[src/hw/rtl/sparse_weighted_variance_assert.svh]
// Assertion macros for the weighted variance block.
// Included by the RTL files that carry concurrent checks; no other dependencies.
`ifndef SPARSE_WEIGHTED_VARIANCE_ASSERT_SVH
`define SPARSE_WEIGHTED_VARIANCE_ASSERT_SVH
`ifndef SYNTHESIS
// same-cycle implication
`define SWV_ASSERT_IMP(lbl, clk, rst_n, ante, cons, msg) \
    lbl: assert property (@(posedge clk) disable iff (!rst_n) (ante) |-> (cons)) \
        else $error(msg);
// next-cycle implication
`define SWV_ASSERT_NXT(lbl, clk, rst_n, ante, cons, msg) \
    lbl: assert property (@(posedge clk) disable iff (!rst_n) (ante) |=> (cons)) \
        else $error(msg);
`else
`define SWV_ASSERT_IMP(lbl, clk, rst_n, ante, cons, msg)
`define SWV_ASSERT_NXT(lbl, clk, rst_n, ante, cons, msg)
`endif
`endif

[src/hw/rtl/swv_pkg.sv]
// Package for the weighted variance block: field widths, action codes,
// controller states and the command/status structs. No dependencies.
package swv_pkg;

    localparam int unsigned W_ROW     = 12;
    localparam int unsigned W_WEIGHT  = 32;
    localparam int unsigned W_DATA    = 32;
    localparam int unsigned W_TOTAL   = 44;
    localparam int unsigned W_ACC     = 64;
    localparam int unsigned W_PROD    = 108;
    localparam int unsigned W_VAR     = 48;
    localparam int unsigned DIV_STEPS = 80;
    localparam int unsigned W_DCNT    = 7;

    localparam logic [1:0] ACT_LOAD  = 2'd0;
    localparam logic [1:0] ACT_ENTRY = 2'd1;
    localparam logic [1:0] ACT_EMPTY = 2'd2;

    typedef enum logic [3:0] {
        S_CLEAR,
        S_IDLE,
        S_LD_WR,
        S_ESQ,
        S_FSQ,
        S_SQW,
        S_P0,
        S_P1,
        S_P2,
        S_P3,
        S_P4,
        S_ADD,
        S_DSTART,
        S_DIV,
        S_EMIT
    } t_state;

    typedef enum logic [2:0] {
        MUL_DEV_SQ,
        MUL_MEAN_SQ,
        MUL_LL,
        MUL_LH,
        MUL_HL,
        MUL_HH
    } t_mul_sel;

    typedef enum logic [1:0] {
        A_HOLD,
        A_WEIGHT,
        A_REMAIN
    } t_a_sel;

    typedef enum logic [1:0] {
        PROD_HOLD,
        PROD_LOAD,
        PROD_ADD32,
        PROD_ADD64
    } t_prod_op;

    typedef struct packed {
        t_mul_sel mul_sel;
        t_a_sel   a_sel;
        t_prod_op prod_op;
        logic     sq_load;
        logic     acc_add;
        logic     fin_add;
        logic     wt_update;
        logic     clr_step;
        logic     div_start;
        logic     emit;
    } t_cmd;

    typedef struct packed {
        logic clr_last;
        logic div_done;
        logic total_zero;
        logic out_free;
    } t_stat;

endpackage

[src/hw/rtl/swv_ctrl.sv]
// Controller state machine: sequences table clear, weight loads, the
// multiply-accumulate steps, the division and result hand-off.
// Depends on swv_pkg and the assertion header.
`include "sparse_weighted_variance_assert.svh"
module swv_ctrl (
    input  logic           i_clk,
    input  logic           i_rst_n,
    input  logic           i_in_valid,
    input  logic [1:0]     i_action,
    input  logic           i_last_entry,
    input  swv_pkg::t_stat i_stat,
    output logic           o_in_ready,
    output swv_pkg::t_cmd  o_cmd
);
    import swv_pkg::*;

    t_state r_state;
    t_state n_state;
    logic   r_last;
    logic   n_last;
    logic   r_fin;
    logic   n_fin;
    t_cmd   cmd;

    always_ff @(posedge i_clk) begin
        if (!i_rst_n) begin
            r_state <= S_CLEAR;
            r_last  <= 1'b0;
            r_fin   <= 1'b0;
        end else begin
            r_state <= n_state;
            r_last  <= n_last;
            r_fin   <= n_fin;
        end
    end

    always_comb begin
        n_state     = r_state;
        n_last      = r_last;
        n_fin       = r_fin;
        cmd         = '0;
        cmd.mul_sel = MUL_LL;
        cmd.a_sel   = A_HOLD;
        cmd.prod_op = PROD_HOLD;
        o_in_ready  = (r_state == S_IDLE);
        unique case (r_state)
            S_CLEAR: begin
                cmd.clr_step = 1'b1;
                if (i_stat.clr_last) begin
                    n_state = S_IDLE;
                end
            end
            S_IDLE: begin
                if (i_in_valid) begin
                    n_last = i_last_entry;
                    unique case (i_action)
                        ACT_LOAD:  n_state = S_LD_WR;
                        ACT_ENTRY: n_state = S_ESQ;
                        ACT_EMPTY: begin
                            n_state = S_FSQ;
                            n_fin   = 1'b1;
                        end
                        default:   n_state = S_IDLE;
                    endcase
                end
            end
            S_LD_WR: begin
                cmd.wt_update = 1'b1;
                n_state       = S_IDLE;
            end
            S_ESQ: begin
                cmd.mul_sel = MUL_DEV_SQ;
                cmd.a_sel   = A_WEIGHT;
                n_state     = S_SQW;
            end
            S_FSQ: begin
                cmd.mul_sel = MUL_MEAN_SQ;
                cmd.a_sel   = A_REMAIN;
                n_state     = S_SQW;
            end
            S_SQW: begin
                cmd.sq_load = 1'b1;
                n_state     = S_P0;
            end
            S_P0: begin
                cmd.mul_sel = MUL_LL;
                n_state     = S_P1;
            end
            S_P1: begin
                cmd.mul_sel = MUL_LH;
                cmd.prod_op = PROD_LOAD;
                n_state     = S_P2;
            end
            S_P2: begin
                cmd.mul_sel = MUL_HL;
                cmd.prod_op = PROD_ADD32;
                n_state     = S_P3;
            end
            S_P3: begin
                cmd.mul_sel = MUL_HH;
                cmd.prod_op = PROD_ADD32;
                n_state     = S_P4;
            end
            S_P4: begin
                cmd.prod_op = PROD_ADD64;
                n_state     = S_ADD;
            end
            S_ADD: begin
                if (r_fin) begin
                    cmd.fin_add = 1'b1;
                    n_state     = S_DSTART;
                end else begin
                    cmd.acc_add = 1'b1;
                    if (r_last) begin
                        n_state = S_FSQ;
                        n_fin   = 1'b1;
                    end else begin
                        n_state = S_IDLE;
                    end
                end
            end
            S_DSTART: begin
                // zero total skips the divide, result is forced to zero
                if (i_stat.total_zero) begin
                    n_state = S_EMIT;
                end else begin
                    cmd.div_start = 1'b1;
                    n_state       = S_DIV;
                end
            end
            S_DIV: begin
                if (i_stat.div_done) begin
                    n_state = S_EMIT;
                end
            end
            S_EMIT: begin
                if (i_stat.out_free) begin
                    cmd.emit = 1'b1;
                    n_fin    = 1'b0;
                    n_state  = S_IDLE;
                end
            end
            default: n_state = S_IDLE;
        endcase
    end

    assign o_cmd = cmd;

    `SWV_ASSERT_IMP(a_ctl_emit_free, i_clk, i_rst_n, cmd.emit, i_stat.out_free, "result overwrites pending transaction")
    `SWV_ASSERT_IMP(a_ctl_div_nonzero, i_clk, i_rst_n, cmd.div_start, !i_stat.total_zero, "divide by zero total")
    `SWV_ASSERT_IMP(a_ctl_idle_no_fin, i_clk, i_rst_n, r_state == S_IDLE, !r_fin, "finish pending in idle")

endmodule

[config.mk]
export PLATFORM = sky130hd
export DESIGN_NAME = swv_ctrl
export DESIGN_NICKNAME = d
export VERILOG_FILES = /design/src/hw/rtl/swv_pkg.sv /design/src/hw/rtl/swv_ctrl.sv
export VERILOG_INCLUDE_DIRS = /design/src /design/src/hw/rtl
export SDC_FILE = /design/constraint.sdc
export NUM_CORES = 1
export LEC_CHECK = 0
export ABC_AREA = 1
export BUFFER_PORTS_ARGS = -buffer_cell sky130_fd_sc_hd__buf_2
export CORE_ASPECT_RATIO = 1.4
export CORE_UTILIZATION = 26
export CTS_CLUSTER_DIAMETER = 30
export CTS_CLUSTER_SIZE = 25
export DETAILED_ROUTE_END_ITERATION = 10
export GPL_TIMING_DRIVEN = 0
export PLACE_DENSITY_LB_ADDON = 0.2
export SYNTH_ARGS = -nofsm -noshare
export SYNTH_HDL_FRONTEND = slang
export SYNTH_SLANG_ARGS = --single-unit
[constraint.sdc]
create_clock -name i_clk -period 1.4 [get_ports i_clk]
set_clock_uncertainty 0.1 [all_clocks]
set_input_delay 0.07 -clock i_clk [delete_from_list [all_inputs] [get_ports i_clk]]
set_output_delay 0.07 -clock i_clk [all_outputs]
set_load 0.05 [all_outputs]
==> results of run 1 <==
[worst max-delay path by stage]
| stage | to | slack (ns) | cells after the start | startpoint |
|---|---|---|---|---|
| 2_1_floorplan | o_cmd[12] | -0.09 | 5 | r_state[0]$_SDFFE_PN0P_ |
| 3_3_place_gp | r_fin$_SDFFE_PN0P_ | 0.003 | 7 | r_state[0]$_SDFFE_PN0P_ |
| 3_5_place_dp | r_fin$_SDFFE_PN0P_ | -0.02 | 7 | r_state[0]$_SDFFE_PN0P_ |
| 4_1_cts | o_cmd[4] | -0.04 | 6 | r_state[2]$_SDFFE_PN0P_ |
| 5_1_grt | o_cmd[11] | -0.09 | 5 | r_state[2]$_SDFFE_PN0P_ |
| 6_report | o_cmd[5] | -0.02 | 5 | r_state[3]$_SDFFE_PN0P_ |
[power by group through the flow]
stage | Sequential [mW] | Combinational [mW] | Clock, mW
2_1_floorplan | 0.282 | 0.718 | 0
3_3_place_gp | 0.298 | 0.883 | 0
3_5_place_dp | 0.299 | 0.885 | 0
4_1_cts | 0.312 | 0.965 | 0.185
5_1_grt | 0.336 | 1.17 | 0.202
6_report | 0.327 | 1.08 | 0.175
[layer usage]
layer	vias up	wire [um]	global-route usage, %
li1	425	-	-
met1	373	766	17.88
met2	18	1088	29.85
met3	2	54	0.9063
met4	0	16	9.091
met5	-	0	0
[area by class of cell]
class	instances	share of cell area [%]
multi-input cells	91	51.56
repair buffers	30	22.25
flip-flops and latches	6	12.92
inverters	20	8.134
well taps	22	2.632
clock buffers	4	2.512
[cells by family (layout without fill, tap and decap cells)]
family                 Yosys count  count (layout)  share of synthesized area (%)
DFF                              6               6                          19.36
AOI/OAI and AO/OA               10              10                          10.28
and+or+nand+nor                 81              81                          58.27
buffers and inverters           20              54                          12.10
[through the flow]
step,setup slack [ns],utilization (%),instance area (sq um),hold slack (ns)
finish,-0.01683,47.50,1046,0.009451
global route,-0.08652,47.50,1046,0.02104
CTS,-0.03759,42.39,933.4,0.009192
detailed placement,-0.01573,36.59,805.8,0.2641
global placement,0.003238,36.59,805.8,0.2532
floorplan,-0.09116,-,658.1,0.1076
[worst reg2reg max path, delay by kind of cell, from the launching register on]
family	cells	cell delay, ns
simple gates	6	0.45
buf+inv	2	0.20
flops	1	0.42
compound gates	1	0.11
[layout by cell type (no fill, tap or decap), types with 3 or more instances in the layout]
cell,count
nand2_1,24
inv_1,14
nand2_2,13
nor2_1,13
nor2_2,11
buf_2,11
buf_6,8
buf_4,7
nor2_4,5
clkbuf_4,5
nand2_4,4
dfxtp_4,4
inv_2,3
o21ai_0,3
nand3_1,3
a21oi_2,3
[state kept, by name (all words and copies together) (netlist names)]
register and count:
r_fin 1, r_last 1, r_state 4
[timing repair]
item,CTS,global route
buffers inserted,1,3
hold endpoints to repair,1,0
hold buffers,2,0
pin swaps,2,3
setup endpoints to repair,11,19
gates resized for setup,25,34
==> flow_summary.toml, run 1 <==
[status]
outcome = "finished, violations left"
violations = "negative setup slack"

[route]
routed_wl_um = 1925
antenna_left = 0
via_per_inst = 4.728
drt_pass1_iterations = 4
dr.first_iter.drc_count = 14
wl_per_cell_um = 11.13
vias = 818
drc = 0

[critical_path]
worstPathRequired_ns = 1.23
path_max_fanout = 6
r2r_cells = 9
setup.worst_path.end_class = "output port"
worstPathArrival_ns = 1.25
criticalPathCategory = "register to output port"
path_common_cell = "nor2_2"
critPathBufInv = 2
cp_top_family = "flip-flops"
path_cells = "inv_2 > nor2_2 > nand2_2 > nor2_2 > buf_6"
timing.rr.end = "r_state[2]$_SDFFE_PN0P_"
regToRegSetupSlack_ns = 0.05
slowest_delay_ns = 0.39
reg2reg_from = "r_state[1]$_SDFFE_PN0P_"
slowest_stage = "dfxtp_4"
cp-start-kind = "register"

[finish]
final_nets = 162
regArea_sq_um = 135.1
fin_cells = 173
nFillCells = 226
diodes = 0
multiInputGateArea_sq_um = 539.3
synthToLayoutAreaGrowth_pct = 68.55
layout-drive-gt1-share_pct = 53.64

[pwr]
clkPwrFrac_pct = 11.0
p_sw_uw = 882.1
comb_power_share_pct = 68.4
p_int_uw = 705.1
vdd_drop_max_uv = 541.7
power_density_nw_per_um2 = 1517
finalPower_mw = 1.587
power.leakage_nw = 0.5590
seqPwrFrac_pct = 20.6
sw_frac_of_total_pct = 55.57

[worst_hold_path]
hold_end = "r_last$_SDFFE_PN0P_"
hold_path_depth = 3
hp-class = "primary input to register"
min_from = "i_last_entry"

[synth]
syn-instance-count = 117
synth-seq-cells = 6
postSynthAreaPerCell_sq_um = 5.304
syn_nets = 127
synth.top_cell.area_share_pct = 22.98
yosysSeqAreaShare_pct = 19.35
synthTopCellsByArea = "nand2_1 23%, dfxtp_1 19%, nor2_1 15%"
yosysMostFrequentCell = "nand2_1"
ys.warnings.count = 0
syn_area_sq_um = 620.6
synth_edf_count = 0
synth_cell_type_count = 20
synthArstFlopShare_pct = 0
synth_top_cell_by_area = "nand2_1"
synth.top_cells.by_count = "38 x nand2_1, 25 x nor2_1, 17 x inv_1, 6 x dfxtp_1"
ys.flop_type = "dfxtp_1"

[placement]
dpl.cell_count = 163
portBuffers = 24
hpwl_um = 1513
finalWeightedCongestion = 0.8501

[timing]
finalMaxSlewViolations = 0
fin_crit_sh_pct = 101.2
fin_setup_tns_ns = -0.02535
max_slew_margin_pct = 83.70
setup_viol = 3
layout_min_cycle_time_ns = 1.417
setup_ws_ns = -0.01683
hold_violations = 0
rsz0062_at_grt = "true"
fmax_mhz = 705.8
worstMarginPinSlew_ns = 0.2463

[clock_network]
cts_max_path_buffers = 2
cts_tree = "done"
htreeDepth = 1
cts_root_buffer = "clkbuf_4"
cts_buffers = 3
clock-sinks = 6
clock_latency_ns = 0.25
clkTransAtPathRegs_ns = 0.05

[global_route]
antenna_found_initial = 0
grt_overflow = 0
grt_pass1_vias = 763
grt_pass1_wl_um = 3125
grt_max_degree = 9
grt_use_total_pct = 16.13

[floorplan]
coreArea_sq_um = 2202
die_h_um = 59.81
die_area_sq_um = 2589
start_util_pct = 28.18
dieWidth_um = 43.29
ioPinCount = 25
row_count = 20

[flow_run]
cap_violations = 0
No activity file was read; power rests on OpenSTA's default activity.
==> inputs of run 2 (changes only) <==
--- a/config.mk
+++ b/config.mk
@@ -14,7 +14,7 @@
 export CTS_CLUSTER_SIZE = 25
 export DETAILED_ROUTE_END_ITERATION = 10
 export GPL_TIMING_DRIVEN = 0
-export PLACE_DENSITY_LB_ADDON = 0.2
+export PLACE_DENSITY = 0.57
 export SYNTH_ARGS = -nofsm -noshare
 export SYNTH_HDL_FRONTEND = slang
 export SYNTH_SLANG_ARGS = --single-unit
==> run 2 against run 1 <==
  * The flow still finishes with violations (negative setup slack)
  * Via count rose by 4.8%
  * Core utilization rose by 0.91 points
  * Routed wire length rose by 3.7%
  * Count of clock-buffer cells in the layout did not move
  * Sequential cell count did not move
  * Clock power fell by 3%
  * Critical path depth did not move
  * Sequential share of layout area fell by 0.24 points
  * Largest cell class unchanged
  * Largest power group unchanged
==> flow_summary.toml, run 2 (synthesis gave the netlist of run 1 again) <==
[status]
outcome = "finished, violations left"
violations = "negative setup slack"

[finish]
synthToLayoutAreaGrowth_pct = 71.77
final_area_sq_um = 1066
fin_cells = 173
final_nets = 162
diodes = 0
largest_reg_flops = 4
nFillCells = 237
fin_util_pct = 48.41
top_register = "r_state"
final_common_cell = "nand2_1"
top_regs = "r_state (4), r_fin (1), r_last (1)"
layout_common_cells = "27 x nand2_1, 14 x nor2_1, 13 x inv_1"
layout-drive-gt1-share_pct = 52.32

[floorplan]
start_util_pct = 28.18
die_area_sq_um = 2589
die_h_um = 59.81
ioPinCount = 25
row_count = 20
coreArea_sq_um = 2202
dieWidth_um = 43.29

[clock_network]
clkTransAtPathRegs_ns = 0.05
cts_root_buffer = "clkbuf_4"
cts_buffers = 3
cts_max_path_buffers = 2
cts_hold_buf = 0
htreeDepth = 1
clock-sinks = 6
clock_latency_ns = 0.24
cts_tree = "done"

[timing]
layout_min_cycle_time_ns = 1.432
hold_violations = 0
fin_crit_sh_pct = 102.3
setup_ws_ns = -0.03186
finalMaxSlewViolations = 0
fin_setup_tns_ns = -0.06844
setup_viol = 3
hold_ws_ns = 0.01283
worstMarginPinSlew_ns = 0.2479
rsz0062_at_grt = "true"
max_slew_margin_pct = 83.59
fmax_mhz = 698.4

[global_route]
grt_use_total_pct = 15.26
use_met1_pct = 14.39
top_usage_layer = "met2"
grt_pass1_wl_um = 2967
grt_max_degree = 9
grt_pass1_vias = 762
grt_overflow = 0
antenna_found_initial = 0
grt.met3_usage_pct = 1.511
met2_usage_pct = 29.85

[placement]
hpwl_um = 1510
finalWeightedCongestion = 0.7869
placedInstanceArea_sq_um = 805.8
dpl.cell_count = 163
post-place-ws_ns = -0.03076
portBuffers = 24

[route]
dr.first_iter.drc_count = 30
antenna_left = 0
routed_wl_um = 1996
drt_pass1_iterations = 4
vias = 857
via_per_inst = 4.954
drc = 0
wl_per_cell_um = 11.54

[pwr]
seqPwrFrac_pct = 19.9
p_int_uw = 724.7
sw_frac_of_total_pct = 55.51
power.leakage_nw = 0.5663
power_density_nw_per_um2 = 1528
finalPower_mw = 1.629
vdd_drop_max_uv = 653.0
p_sw_uw = 904.4
comb_power_share_pct = 69.7
clkPwrFrac_pct = 10.4

[critical_path]
regToRegSetupSlack_ns = 0.02
path_max_fanout = 8
critPathBufInv = 2
slowest_stage = "dfxtp_4"
path_cells = "buf_6 > nor2_4 > nand2_2 > nor2_2 > buf_6"
worstPathArrival_ns = 1.26
setup.worst_path.end_class = "output port"
cp_top_family = "flip-flops"
criticalPathCategory = "register to output port"
cp-start-kind = "register"
path_common_cell = "buf_6"
worstPathRequired_ns = 1.23
slowest_delay_ns = 0.38

[flow_run]
cap_violations = 0

[worst_hold_path]
hp-class = "primary input to register"
run 2: cell count changes in the layout (fill, tap and decap cells not counted), moves of 2 or more:
| cell | delta |
|---|---|
| dlygate4sd3_1 | -2 |
| nand2_1 | +3 |
| nand2_2 | -7 |
| nand2_4 | +4 |
| nor2_2 | -2 |
run 2: final timing paths:
check	from	end	cells past startpoint
setup / recovery	r_state[0]$_SDFFE_PN0P_	o_cmd[0]	5
hold / removal	i_in_valid	r_last$_SDFFE_PN0P_	3
setup reg to reg	r_state[3]$_SDFFE_PN0P_	r_fin$_SDFFE_PN0P_	6
hold reg to reg	r_last$_SDFFE_PN0P_	r_last$_SDFFE_PN0P_	2
run 2: area by class of cell:
class	count	area, sq um	area share (%)
Sequential cell	6	135.1	12.68
Clock buffer	4	26.28	2.465
Timing Repair Buffer	30	229.0	21.48
Multi-Input combinational cell	91	558.0	52.35
Inverter	20	90.09	8.451
Tap cell	22	27.53	2.582
run 2: what timing repair did:
action / CTS / global route
endpoints found under the setup margin: 11 / 16
gates resized for setup: 34 / 29
pin swaps: 2 / 6
setup buffers: 4 / 2
run 2: power by group through the flow:
stage / registers, mW / clock network [mW] / logic, mW
4_1_cts: 0.321 / 0.182 / 1.01
3_3_place_gp: 0.301 / 0 / 0.878
2_1_floorplan: 0.282 / 0 / 0.718
3_5_place_dp: 0.303 / 0 / 0.885
5_1_grt: 0.334 / 0.193 / 1.22
6_report: 0.324 / 0.170 / 1.13
run 2: worst reg2reg max path, stage by stage (launching register included):
cell and delay, ns:
dfxtp_4 0.37, nor2_2 0.23, nand2_2 0.12, nor2_4 0.14
nor2_1 0.07, nor3_2 0.17, nor2_1 0.06
run 2: per-layer routing:
metal  vias up  part of all wire, %
li1        433                    -
met1       391                   37
met2        27                   57
met3         6                  4.1
met4         0                  2.2
met5         -                    0
==> inputs of run 3 (changes only) <==
==> constraint.sdc (replaced) <==
create_clock -name i_clk -period 1.2 [get_ports i_clk]
set_clock_uncertainty 0.1 [all_clocks]
set_input_delay 0.06 -clock i_clk [delete_from_list [all_inputs] [get_ports i_clk]]
set_output_delay 0.06 -clock i_clk [all_outputs]
set_load 0.05 [all_outputs]
==> run 3 against run 2 <==
  * The run still ends with negative setup slack left
  * Die area unchanged
  * Clock power increased by 4%
  * Critical path depth unchanged
  * Routed wire length increased by 0.15%
  * Final cell count increased by 0.58%
  * Combinational power increased by 27%
  * Sequential share of layout area decreased by 0.68 points
  * Worst hold slack got worse by 0.0050 ns
  * Non-clock buffer count increased by 2
  * Critical endpoint is now o_cmd[11]
==> flow_summary.toml, run 3 (synthesis gave the netlist of run 1 again) <==
[status]
outcome = "finished, violations left"
violations = "negative setup slack"

[route]
routed_wl_um = 1999
via_per_inst = 4.833
vias = 841
wl_per_cell_um = 11.49
dr.first_iter.drc_count = 19
antenna_left = 0
drt_pass1_iterations = 4
drc = 0

[global_route]
grt_overflow = 0
antenna_found_initial = 0
grt_use_total_pct = 16.32
grt_pass1_vias = 775
grt_max_degree = 8
grt_pass1_wl_um = 3139

[floorplan]
dieWidth_um = 43.29
ioPinCount = 25
die_h_um = 59.81
row_count = 20
die_area_sq_um = 2589
start_util_pct = 28.18
coreArea_sq_um = 2202

[finish]
final_area_sq_um = 1126
top_register = "r_state"
largest_reg_flops = 4
regArea_sq_um = 135.1
final_common_cell = "nand2_1"
layout-drive-gt1-share_pct = 60.53
top_regs = "r_state (4), r_fin (1), r_last (1)"
layout_common_cells = "22 x nand2_1, 15 x nand2_2, 13 x nor2_2, 13 x buf_6, 12 x inv_1"
final_nets = 164
diodes = 0
nFillCells = 222
multiInputGateArea_sq_um = 564.3
fin_util_pct = 51.14
synthToLayoutAreaGrowth_pct = 81.45

[placement]
finalWeightedCongestion = 0.7824
hpwl_um = 1472
placedInstanceArea_sq_um = 810.8
portBuffers = 24

[critical_path]
setup.worst_path.end_class = "output port"
endpoint = "o_cmd[11]"
reg2reg_from = "r_state[3]$_SDFFE_PN0P_"
timing.rr.end = "r_state[3]$_SDFFE_PN0P_"
worstPathArrival_ns = 1.23
cp-start-kind = "register"
worstPathRequired_ns = 1.04
worstSetupStartpoint = "r_state[2]$_SDFFE_PN0P_"
regToRegSetupSlack_ns = -0.17
criticalPathCategory = "register to output port"
r2r_cells = 8
path_max_fanout = 5

[timing]
rsz0062_at_grt = "true"
layout_min_cycle_time_ns = 1.393
fin_crit_sh_pct = 116.1
finalMaxSlewViolations = 0
setup_viol = 21
fmax_mhz = 718.0
worstMarginPinSlew_ns = 0.2082
hold_violations = 0
setup_ws_ns = -0.1927
max_slew_margin_pct = 86.10

[pwr]
vdd_drop_max_uv = 969.6
power.leakage_nw = 0.5727
clkPwrFrac_pct = 8.8
finalPower_mw = 2.004
p_int_uw = 921.0
comb_power_share_pct = 71.7
power_density_nw_per_um2 = 1779
seqPwrFrac_pct = 19.4
p_sw_mw = 1.083
sw_frac_of_total_pct = 54.04

[clock_network]
clock-sinks = 6
cts_tree = "done"
cts_max_path_buffers = 2
clkTransAtPathRegs_ns = 0.04
cts_root_buffer = "clkbuf_4"
clock_latency_ns = 0.24
cts_buffers = 3
htreeDepth = 1

[worst_hold_path]
hp-class = "primary input to register"
min_from = "i_last_entry"

[flow_run]
cap_violations = 0
run 3: cell count changes in the layout (fill, tap and decap cells not counted), sizes merged:
| cell | before | now |
|---|---|---|
| clkbuf | 5 | 3 |
| buf | 29 | 31 |
| dlygate4sd3 | 0 | 1 |
run 3: stage by stage:
stage	setup TNS [ns]	std cells	hold WS [ns]	setup WS (ns)
final	-2.640	174	0.007834	-0.1927
after floorplan	-1.855	117	0.09756	-0.2361
after global routing	-4.052	174	0.03436	-0.2413
after global placement	-1.512	163	0.2496	-0.2170
after CTS	-2.458	171	0.001225	-0.1858
after detailed placement	-1.503	163	0.2489	-0.2229
run 3: final cells by class:
| class | instances | area share (%) |
|---|---|---|
| multi-input combinational | 91 | 50.11 |
| sequential | 6 | 12.00 |
| tap | 22 | 2.444 |
| clock buffer | 3 | 2.000 |
| inverter | 20 | 8.222 |
| timing repair buffer | 32 | 25.22 |
run 3: worst max-delay path, cell delays in order, from the launching register on:
cell      delay (ns)
dfxtp_4         0.39
inv_4           0.06
nor2_4          0.13
nand2_2         0.10
o211ai_1        0.10
buf_4           0.22
run 3: power groups by stage:
stage	Clock (mW)	Sequential (mW)	Combinational, mW
3_5_place_dp	0	0.346	1.03
6_report	0.177	0.389	1.44
5_1_grt	0.204	0.404	1.53
2_1_floorplan	0	0.330	0.836
4_1_cts	0.193	0.374	1.33
3_3_place_gp	0	0.349	1.03
run 3: worst min path at each step:
stage          slack (ns)  cells after the start                       to
2_1_floorplan         0.1                      2  r_state[0]$_SDFFE_PN0P_
3_3_place_gp         0.25                      3      r_last$_SDFFE_PN0P_
3_5_place_dp         0.25                      3  r_state[0]$_SDFFE_PN0P_
4_1_cts             0.001                      3      r_last$_SDFFE_PN0P_
5_1_grt              0.03                      3      r_last$_SDFFE_PN0P_
6_report            0.008                      3      r_last$_SDFFE_PN0P_
run 3: metal layers:
layer / share of wire, % / GRT usage, % / vias to the layer above
met1: 38 / 17.34 / 388
met3: 1.9 / 1.208 / 6
li1: - / - / 434
met4: 2.5 / 10.39 / 0
met5: 0 / 0 / -
met2: 57 / 30.28 / 13
run 3: timing repair:
item,in CTS,in global routing
endpoints found under the hold margin,2,0
cloned,0,0
hold buffers,1,0
endpoints found under the setup margin,20,21
buffers inserted,4,3
gates resized for setup,63,16
pin swaps,3,8
